`src/command_line_assembler_assert.svh`:
```
`ifndef COMMAND_LINE_ASSEMBLER_ASSERT_SVH
`define COMMAND_LINE_ASSEMBLER_ASSERT_SVH

// check a condition on every clock edge outside reset
`define CLA_ASSERT_ALWAYS(lbl, expr) \
  lbl: assert property (@(posedge clk) disable iff (!rst_n) (expr)) \
    else $error("assertion failed");

// check a consequent in the same cycle as its antecedent
`define CLA_ASSERT_IMPLIES(lbl, ante, cons) \
  lbl: assert property (@(posedge clk) disable iff (!rst_n) (ante) |-> (cons)) \
    else $error("assertion failed");

// check a consequent in the cycle after its antecedent
`define CLA_ASSERT_NEXT(lbl, ante, cons) \
  lbl: assert property (@(posedge clk) disable iff (!rst_n) (ante) |=> (cons)) \
    else $error("assertion failed");

`endif

```
`src/cla_pkg.sv`:
```
package cla_pkg;

  localparam int LINE_SIZE_DEF = 64;

  localparam logic [7:0] CH_BS    = 8'h08;
  localparam logic [7:0] CH_DEL   = 8'h7F;
  localparam logic [7:0] CH_QUERY = 8'h3F;
  localparam logic [7:0] CH_CR    = 8'h0D;
  localparam logic [7:0] CH_LF    = 8'h0A;

  localparam logic KIND_CHAR = 1'b0;
  localparam logic KIND_ERR  = 1'b1;

endpackage

```
`src/cla_ram.sv`:
```
module cla_ram #(
  parameter int WIDTH = 8,
  parameter int DEPTH = cla_pkg::LINE_SIZE_DEF,
  localparam int ADDR_W = $clog2(DEPTH)
) (
  input  logic              clk,
  input  logic              wr_en,
  input  logic [ADDR_W-1:0] wr_addr,
  input  logic [WIDTH-1:0]  wr_data,
  input  logic              rd_en,
  input  logic [ADDR_W-1:0] rd_addr,
  output logic [WIDTH-1:0]  rd_data_r
);

  logic [WIDTH-1:0] mem [DEPTH];

  always_ff @(posedge clk) begin
    if (wr_en) begin
      mem[wr_addr] <= wr_data;
    end
    if (rd_en) begin
      rd_data_r <= mem[rd_addr];
    end
  end

endmodule

```
`src/command_line_assembler.sv`:
```
// A completing byte starts streaming the line; an over-long byte registers
// its error result. Bytes are taken one per cycle while no line streams and
// no result is pending; a line streams at one character per cycle, unless
// the receiver stalls, from the single read port of the line store.
// Reset (rst_n low, synchronous) empties the line and clears the skip flag.
module command_line_assembler #(
  parameter int LINE_SIZE = cla_pkg::LINE_SIZE_DEF
) (
  input  logic       clk,
  input  logic       rst_n,
  input  logic       in_valid,
  output logic       in_stall,
  input  logic [7:0] in_rx_byte,
  output logic       out_valid,
  input  logic       out_stall,
  output logic       out_kind,
  output logic [7:0] out_line_char,
  output logic       out_last
);

  localparam int LEN_W = $clog2(LINE_SIZE);
  localparam logic [LEN_W-1:0] LAST_IDX = LEN_W'(LINE_SIZE - 1);
  localparam logic [LEN_W-1:0] LEN_ONE = LEN_W'(1);

  localparam logic ST_IDLE   = 1'b0;
  localparam logic ST_STREAM = 1'b1;

  logic             state_r, state_nxt;
  logic [LEN_W-1:0] len_r, len_nxt;
  logic             skip_r, skip_nxt;
  logic [LEN_W-1:0] idx_r, idx_nxt;
  logic [LEN_W-1:0] n_r, n_nxt;
  logic             out_valid_r, out_valid_nxt;
  logic             kind_r, kind_nxt;
  logic             last_r, last_nxt;

  logic             in_xfer;
  logic             is_end;
  logic             is_erase;
  logic             wr_en;
  logic             rd_en;
  logic [7:0]       rd_data;

  assign in_stall      = (state_r != ST_IDLE) || out_valid_r;
  assign in_xfer       = in_valid && !in_stall;
  assign out_valid     = out_valid_r;
  assign out_kind      = kind_r;
  assign out_last      = last_r;
  assign out_line_char = (kind_r == cla_pkg::KIND_ERR) ? 8'h00 : rd_data;

  always_comb begin
    is_end   = in_rx_byte inside {cla_pkg::CH_CR, cla_pkg::CH_LF};
    is_erase = in_rx_byte inside {cla_pkg::CH_BS, cla_pkg::CH_DEL};
  end

  always_comb begin
    state_nxt     = state_r;
    len_nxt       = len_r;
    skip_nxt      = skip_r;
    idx_nxt       = idx_r;
    n_nxt         = n_r;
    out_valid_nxt = out_valid_r && out_stall;
    kind_nxt      = kind_r;
    last_nxt      = last_r;
    wr_en         = 1'b0;
    rd_en         = 1'b0;
    case (state_r)
      ST_IDLE: begin
        if (in_xfer) begin
          if (is_end) begin
            if (skip_r || (len_r == '0)) begin
              skip_nxt = 1'b0;
            end else begin
              state_nxt = ST_STREAM;
              n_nxt     = len_r;
              idx_nxt   = '0;
              len_nxt   = '0;
              skip_nxt  = 1'b1;
            end
          end else if (is_erase) begin
            if (len_r != '0) begin
              len_nxt = len_r - LEN_ONE;
            end
          end else if (len_r < LAST_IDX) begin
            wr_en    = 1'b1;
            skip_nxt = 1'b0;
            len_nxt  = len_r + LEN_ONE;
            if (in_rx_byte == cla_pkg::CH_QUERY) begin
              state_nxt = ST_STREAM;
              n_nxt     = len_r + LEN_ONE;
              idx_nxt   = '0;
              len_nxt   = '0;
              skip_nxt  = 1'b1;
            end
          end else begin
            len_nxt       = '0;
            out_valid_nxt = 1'b1;
            kind_nxt      = cla_pkg::KIND_ERR;
            last_nxt      = 1'b1;
          end
        end
      end
      ST_STREAM: begin
        if (!out_valid_r || !out_stall) begin
          rd_en         = 1'b1;
          out_valid_nxt = 1'b1;
          kind_nxt      = cla_pkg::KIND_CHAR;
          last_nxt      = (idx_r == (n_r - LEN_ONE));
          idx_nxt       = idx_r + LEN_ONE;
          if (idx_r == (n_r - LEN_ONE)) begin
            state_nxt = ST_IDLE;
          end
        end
      end
      default: begin
        state_nxt = ST_IDLE;
      end
    endcase
  end

  always_ff @(posedge clk) begin
    if (!rst_n) begin
      state_r     <= ST_IDLE;
      len_r       <= '0;
      skip_r      <= 1'b0;
      out_valid_r <= 1'b0;
    end else begin
      state_r     <= state_nxt;
      len_r       <= len_nxt;
      skip_r      <= skip_nxt;
      out_valid_r <= out_valid_nxt;
    end
  end

  always_ff @(posedge clk) begin
    idx_r  <= idx_nxt;
    n_r    <= n_nxt;
    kind_r <= kind_nxt;
    last_r <= last_nxt;
  end

  cla_ram #(
    .WIDTH (8),
    .DEPTH (LINE_SIZE)
  ) u_line_ram (
    .clk       (clk),
    .wr_en     (wr_en),
    .wr_addr   (len_r),
    .wr_data   (in_rx_byte),
    .rd_en     (rd_en),
    .rd_addr   (idx_r),
    .rd_data_r (rd_data)
  );

`include "command_line_assembler_assert.svh"

  `CLA_ASSERT_ALWAYS(a_len_in_range, len_r <= LAST_IDX)
  `CLA_ASSERT_IMPLIES(a_err_is_last, out_valid_r && (kind_r == cla_pkg::KIND_ERR), last_r)
  `CLA_ASSERT_IMPLIES(a_stream_cleared, state_r == ST_STREAM, (len_r == '0) && skip_r)
  `CLA_ASSERT_NEXT(a_query_runs,
    in_xfer && (in_rx_byte == cla_pkg::CH_QUERY) && (len_r < LAST_IDX),
    state_r == ST_STREAM)

endmodule

```
`config.mk`:
```
export PLATFORM = sky130hd
export DESIGN_NAME = command_line_assembler
export DESIGN_NICKNAME = d
export VERILOG_FILES = /design/src/cla_pkg.sv /design/src/cla_ram.sv /design/src/command_line_assembler.sv
export VERILOG_INCLUDE_DIRS = /design/src /design/src/src
export SDC_FILE = /design/constraint.sdc
export NUM_CORES = 1
export LEC_CHECK = 0
export ABC_AREA = 1
export BUFFER_PORTS_ARGS = -buffer_cell sky130_fd_sc_hd__buf_2
export CORE_MARGIN = 1
export CORE_UTILIZATION = 40
export CTS_CLUSTER_DIAMETER = 50
export DETAILED_ROUTE_END_ITERATION = 12
export MAX_ROUTING_LAYER = met4
export PLACE_DENSITY = 0.6
export SYNTH_ARGS = -nofsm -noshare
export SYNTH_HDL_FRONTEND = slang
export SYNTH_SLANG_ARGS = --single-unit
```
`constraint.sdc`:
```
create_clock -name clk -period 2.64 [get_ports clk]
set_clock_uncertainty 0.05 [all_clocks]
set_input_delay 0.396 -clock clk [delete_from_list [all_inputs] [get_ports clk]]
set_output_delay 0.396 -clock clk [all_outputs]
set_load 0.05 [all_outputs]
```
Word level (Yosys, flattened, before mapping)
Memory sizes are Yosys's and may differ from the RTL's. A register that Yosys moved wholly into a read port is not among the register bits.
Index checks and enable logic that the tools add are counted.
Storage, ports and cells
  input port bits: 12
  output and inout bits: 12
  register bits: 23
  RAM bits: 512
  memories: 1
  logic and storage cells: 106
Cells by class
  bitwise gates (word level): 1
  $add $sub $neg: 4
  equal/unequal tests: 18
  reductions and logical operators: 19
  order comparisons: 1
  multiplexer cells: 54
Memories
  u_line_ram.mem: words 64, bits a word 8, rd ports 1, clocked after memory_dff 1, write ports 1, RTL line cla_ram.sv:15  | logic [WIDTH-1:0] mem [DEPTH];
Operator list (number)
  $mux W6: 17
  $mux W1: 31
  $eq A8 B4 Y1 const B: 3
  $add A6 B1 Y6 const B: 2
  $ne A2 B2 Y1 const B: 6
  $ne A3 B3 Y1 const B: 4
  $pmux W6 S2: 1
  $reduce_and A6 Y1: 2
  $sub A6 B1 Y6 const B: 2
  $eq A8 B6 Y1 const B: 1
  $eq A8 B7 Y1 const B: 1
  $mux W8: 1
  $pmux W1 S2: 4
  $reduce_and A4 Y1: 2
  $reduce_bool A2 Y1: 4
  $eq A6 B6 Y1: 1
  $logic_not A6 Y1: 1
  $lt A6 B6 Y1 const B: 1
  $reduce_bool A6 Y1: 1
  $reduce_and A5 Y1: 1
  $logic_not A1 Y1: 3
  $logic_or A1 B1 Y1: 3
  $ne A3 B2 Y1 const B: 1
  $logic_and A1 B1 Y1: 2
  other kinds (2): 2

Longest topological paths before layout
  depth in word-level cells: 8
  depth in mapped cells: 13
  mapped depth without buffers: 13

Modules after synthesis
A second synthesis with hierarchy kept.
Second synthesis, totals
  cells, all modules: 2067
  area total of the unflattened synthesis: 23194.7 sq um
Modules (own cells, without submodules)
  cla_ram: cells each 1805, instances 1, area each 21419.3 sq um, sequential area each 15615.0 sq um
  command_line_assembler: cells each 262, instances 1, area each 1775.5 sq um, sequential area each 600.6 sq um

Worst setup path before layout
No wires, ideal clock.
  kind: register to register
  start point: register out_valid_r, in the netlist out_valid
  end point: memory u_line_ram.mem[43][0], enable pin
  arrival time: 1862 ps
  path buffers: 1
  stages on the path, launching flop included: 9
  required time: 2207 ps
  slack: 344 ps
  setup time: 383 ps
  clock period less this slack: 2296 ps
  path through: dfxtp_1 > inv_1 > nand3_1 > inv_1 > nand2_1 > nor2_4 > buf_6 > inv_1 > nor3_1
On the way
  cells in the longest elaborated chain, start to end: 7
Ends and longest elaborated chain
  start: declaration: RTL line command_line_assembler.sv:33  | logic out_valid_r, out_valid_nxt;
  start signal: assignment: RTL line command_line_assembler.sv:131  | out_valid_r <= out_valid_nxt;
  $logic_or A1 B1 Y1: RTL line command_line_assembler.sv:44  | assign in_stall = (state_r != ST_IDLE) || out_valid_r;
  $logic_not A1 Y1: RTL line command_line_assembler.sv:45  | assign in_xfer = in_valid && !in_stall;
  $logic_and A1 B1 Y1: RTL line command_line_assembler.sv:45
  $mux W1: RTL line command_line_assembler.sv:69  | if (in_xfer) begin
  $mux W1: RTL line command_line_assembler.sv:67  | case (state_r)
  $mux W1: RTL line cla_ram.sv:18  | if (wr_en) begin
  $mux W1 (not written as such): RTL line cla_ram.sv:19  | mem[wr_addr] <= wr_data;
  end: declaration: RTL line cla_ram.sv:15
Every way passes these cells.

Final worst setup path
  start point: register kind_r, in the netlist out_kind
  end point: output out_line_char[6]
On the way
  cells in the longest elaborated chain, start to end: 1
Ends and longest elaborated chain
  start: declaration: RTL line command_line_assembler.sv:34  | logic kind_r, kind_nxt;
  start signal: assignment: RTL line command_line_assembler.sv:138  | kind_r <= kind_nxt;
  $mux W8: RTL line command_line_assembler.sv:49  | assign out_line_char = (kind_r == cla_pkg::KIND_ERR) ? 8'h00 : rd_data;
  end: declaration: RTL line command_line_assembler.sv:17  | output logic [7:0] out_line_char,
Every way passes these cells.

==> results.yml <==
floorplanning:
  num_io_pins: 24
  rows: 87
  die_h_um: 241
  die_x_um: 241
  dieArea_um2: 58300
  start_util_pct: 40.6
  coreArea_um2: 56500
clock_network:
  clk_pin_slew_ps: 60
  clockBufferDepth: 3
  cts.sinks: 543
  htreeDepth: 2
  numCtsBuffers: 60
  ctsHoldBuffers: 0
  clock_latency_ps: 620
  tritoncts: "done"
  cts-root-buf: "clkbuf_16"
drt:
  viasPerCell: 5.37
  wl_mm: 63.9
  num_vias: 15662
  drtIter0Drc: 1779
  firstDrtPassIters: 6
  routedWlPerCell_um: 21.9
  route.detailed.drc: 0
  ant_nets: 0
critical_path:
  r2r-start: "idx_r[0]$_SDFFCE_PN0P_"
  r2r_setup_slack_ps: 220
  max_stage_delay_ps: 640
  crit_buf_inv: 1
  critical_path_required_ps: 2190
  path_max_fanout: 9
  critPathKind: "flip-flop to output port"
  r2r-end: "u_line_ram.rd_data_r[3]$_DFFE_PP_"
  slowest_stage: "edfxtp_1"
  worstRegToRegCells: 10
  end_kind: "output port"
  critPathArrivalTime_ps: 2030
  crit_chain: "nor2_1, buf_2"
  cp_top_family: "flip-flops"
  critPathLaunchType: "flip-flop"
timing:
  finalSetupTns_ps: 0
  slew_headroom_pct: 32.4
  tightest_slew_ps: 1010
  hold_viol: 0
  setup_violations: 0
  holdWs_ps: 65.2
  fin_crit_ps: 2480
  slew_violations: 0
  min_period_over_period_pct: 93.8
  rsz0062_at_grt: "no"
  fmax_mhz: 404
global_route:
  antenna_found_initial: 2
  gr-usage-all-layers_pct: 23.0
  grt_max_degree: 115
  grt_pass1_vias: 15183
  grt_first_pass_wirelength_mm: 94.8
  gr-total-overflow: 0
synth:
  syn-num-nets: 2011
  avgSynthCellArea_um2: 11.5
  synth_cells: 1994
  synth-seq-cells: 543
  yosysTopAreaCellShare_pct: 69.9
  yosys-top-cells-area: "edfxtp_1 70%, nor2_1 7.6%, o21ai_0 4.1%, nand2_1 3.9%, nand3_1 2.5%"
  synth-seq-area-share_pct: 70.7
  synth_top_area_cell: "edfxtp_1"
  syn_area_um2: 22900
  synth.distinct_cells: 35
  yosysWarnings: 0
finish:
  layout.nets: 2135
  area.growth.synth_to_final_pct: 16.1
  diodes: 0
  finalInstanceArea_um2: 26600
  drive_gt1_share_pct: 14.0
placement:
  dp_hpwl_mm: 40.9
  placed_area_um2: 24600
  gp_congestion: 0.931
  io_buffers: 23
job:
  drv_cap: 0
hold_path:
  hold-path-endpoint: "len_r[5]$_SDFFE_PN0P_"
  min_path_type: "input port to flip-flop"
  hold_depth: 3
  min_from: "rst_n"
power:
  power.density_nw_per_um2: 701
  power.total_uw: 18700
  vdd_drop_max_uv: 557
  p_leak_uw: 0.00943
outcome:
  status: "finished clean"
registers in the layout (all words and copies together), names as in the netlist:
name                  flops
u_line_ram.mem          512
u_line_ram.rd_data_r      8
idx_r                     6
len_r                     6
n_r                       6
out_kind                  1
out_last                  1
out_valid                 1
skip_r                    1
state_r                   1
area by class of cell:
| type | instances | area, um^2 |
|---|---|---|
| clock buffer | 69 | 1560 |
| clock inverter | 35 | 422 |
| fill | 5015 | 29900 |
| inverter | 85 | 329 |
| multi-input combinational | 1255 | 5780 |
| sequential | 543 | 16200 |
| tap | 756 | 946 |
| timing repair buffer | 173 | 1380 |
worst min-delay path, stage by stage:
cell	delay [ps]
buf_2	170
nand2_1	80
nor2_1	30
worst max path at each step:
stage	startpoint	end	slack, ps	cells after the start
floorplan	out_valid$_SDFF_PN0_	u_line_ram.mem[43][0]$_DFFE_PP_	340	8
global placement	in_rx_byte[5]	u_line_ram.mem[59][7]$_DFFE_PP_	110	13
detailed placement	in_rx_byte[5]	u_line_ram.mem[59][7]$_DFFE_PP_	120	13
CTS	idx_r[0]$_SDFFCE_PN0P_	u_line_ram.rd_data_r[7]$_DFFE_PP_	170	9
global route	idx_r[0]$_SDFFCE_PN0P_	u_line_ram.rd_data_r[4]$_DFFE_PP_	130	9
finish	out_kind$_DFFE_PP_	out_line_char[6]	160	2
Yosys cell counts, drive strengths merged:
master	n
a21boi	1
a21oi	42
a31oi	1
buf	69
clkbuf	42
clkinv	2
dfxtp	9
edfxtp	534
ha	5
inv	83
nand2	245
nand3	119
nand4	7
nor2	469
nor3	6
o211ai	64
o21ai	268
or2	16
xnor2	2
xor2	10
report_power, final:
| part | internal (uW) | switching, uW |
|---|---|---|
| combinational | 147 | 513 |
| clock | 5080 | 3380 |
| sequential | 9520 | 26.1 |
| total | 14800 | 3920 |
cell usage in the layout, fill, tap and decap left out, types with 11 or more instances in the layout:
master,n
o211ai_1,64
nand3_1,115
a21oi_1,42
clkbuf_16,61
buf_2,23
edfxtp_1,534
inv_1,74
or2_2,16
nor2_1,467
o21ai_1,79
o21ai_0,189
clkinv_1,11
buf_12,11
nand2_1,240
buf_4,139
clkinv_2,11
kinds of logic (layout without fill, tap and decap cells):
logic type | Yosys count | count (layout) | synth area share (%)
and+or+nand+nor | 862 | 862 | 15.5
DFF | 543 | 543 | 70.7
AOI/OAI and AO/OA | 376 | 376 | 8.92
buffers and inverters | 196 | 362 | 4.12
xor gates and xnor gates | 12 | 12 | 0.458
adders and majority gates | 5 | 5 | 0.273
stage by stage:
| stage | setup WS, ps | utilization, % | cells |
|---|---|---|---|
| floorplan | 344 | - | 1994 |
| CTS | 171 | 47.1 | 2916 |
| global route | 126 | 47.1 | 2916 |
| detailed placement | 117 | 43.6 | 2812 |
| global placement | 114 | 43.6 | 2812 |
| finish | 163 | 47.1 | 2916 |
per-layer routing:
| metal | up-vias | track usage, % | wire length, um |
|---|---|---|---|
| met4 | 0 | 7.84 | 1950 |
| met2 | 588 | 36.3 | 30100 |
| met1 | 7712 | 30.8 | 27700 |
| met5 | - | - | 0 |
| met3 | 120 | 2.81 | 4210 |
| li1 | 7242 | - | - |
repair_timing:
action,CTS,global route
endpoints found under the setup margin,0,1
setup buffers,0,0
gates resized for setup,0,1
Power figures use the tool's default switching activity.
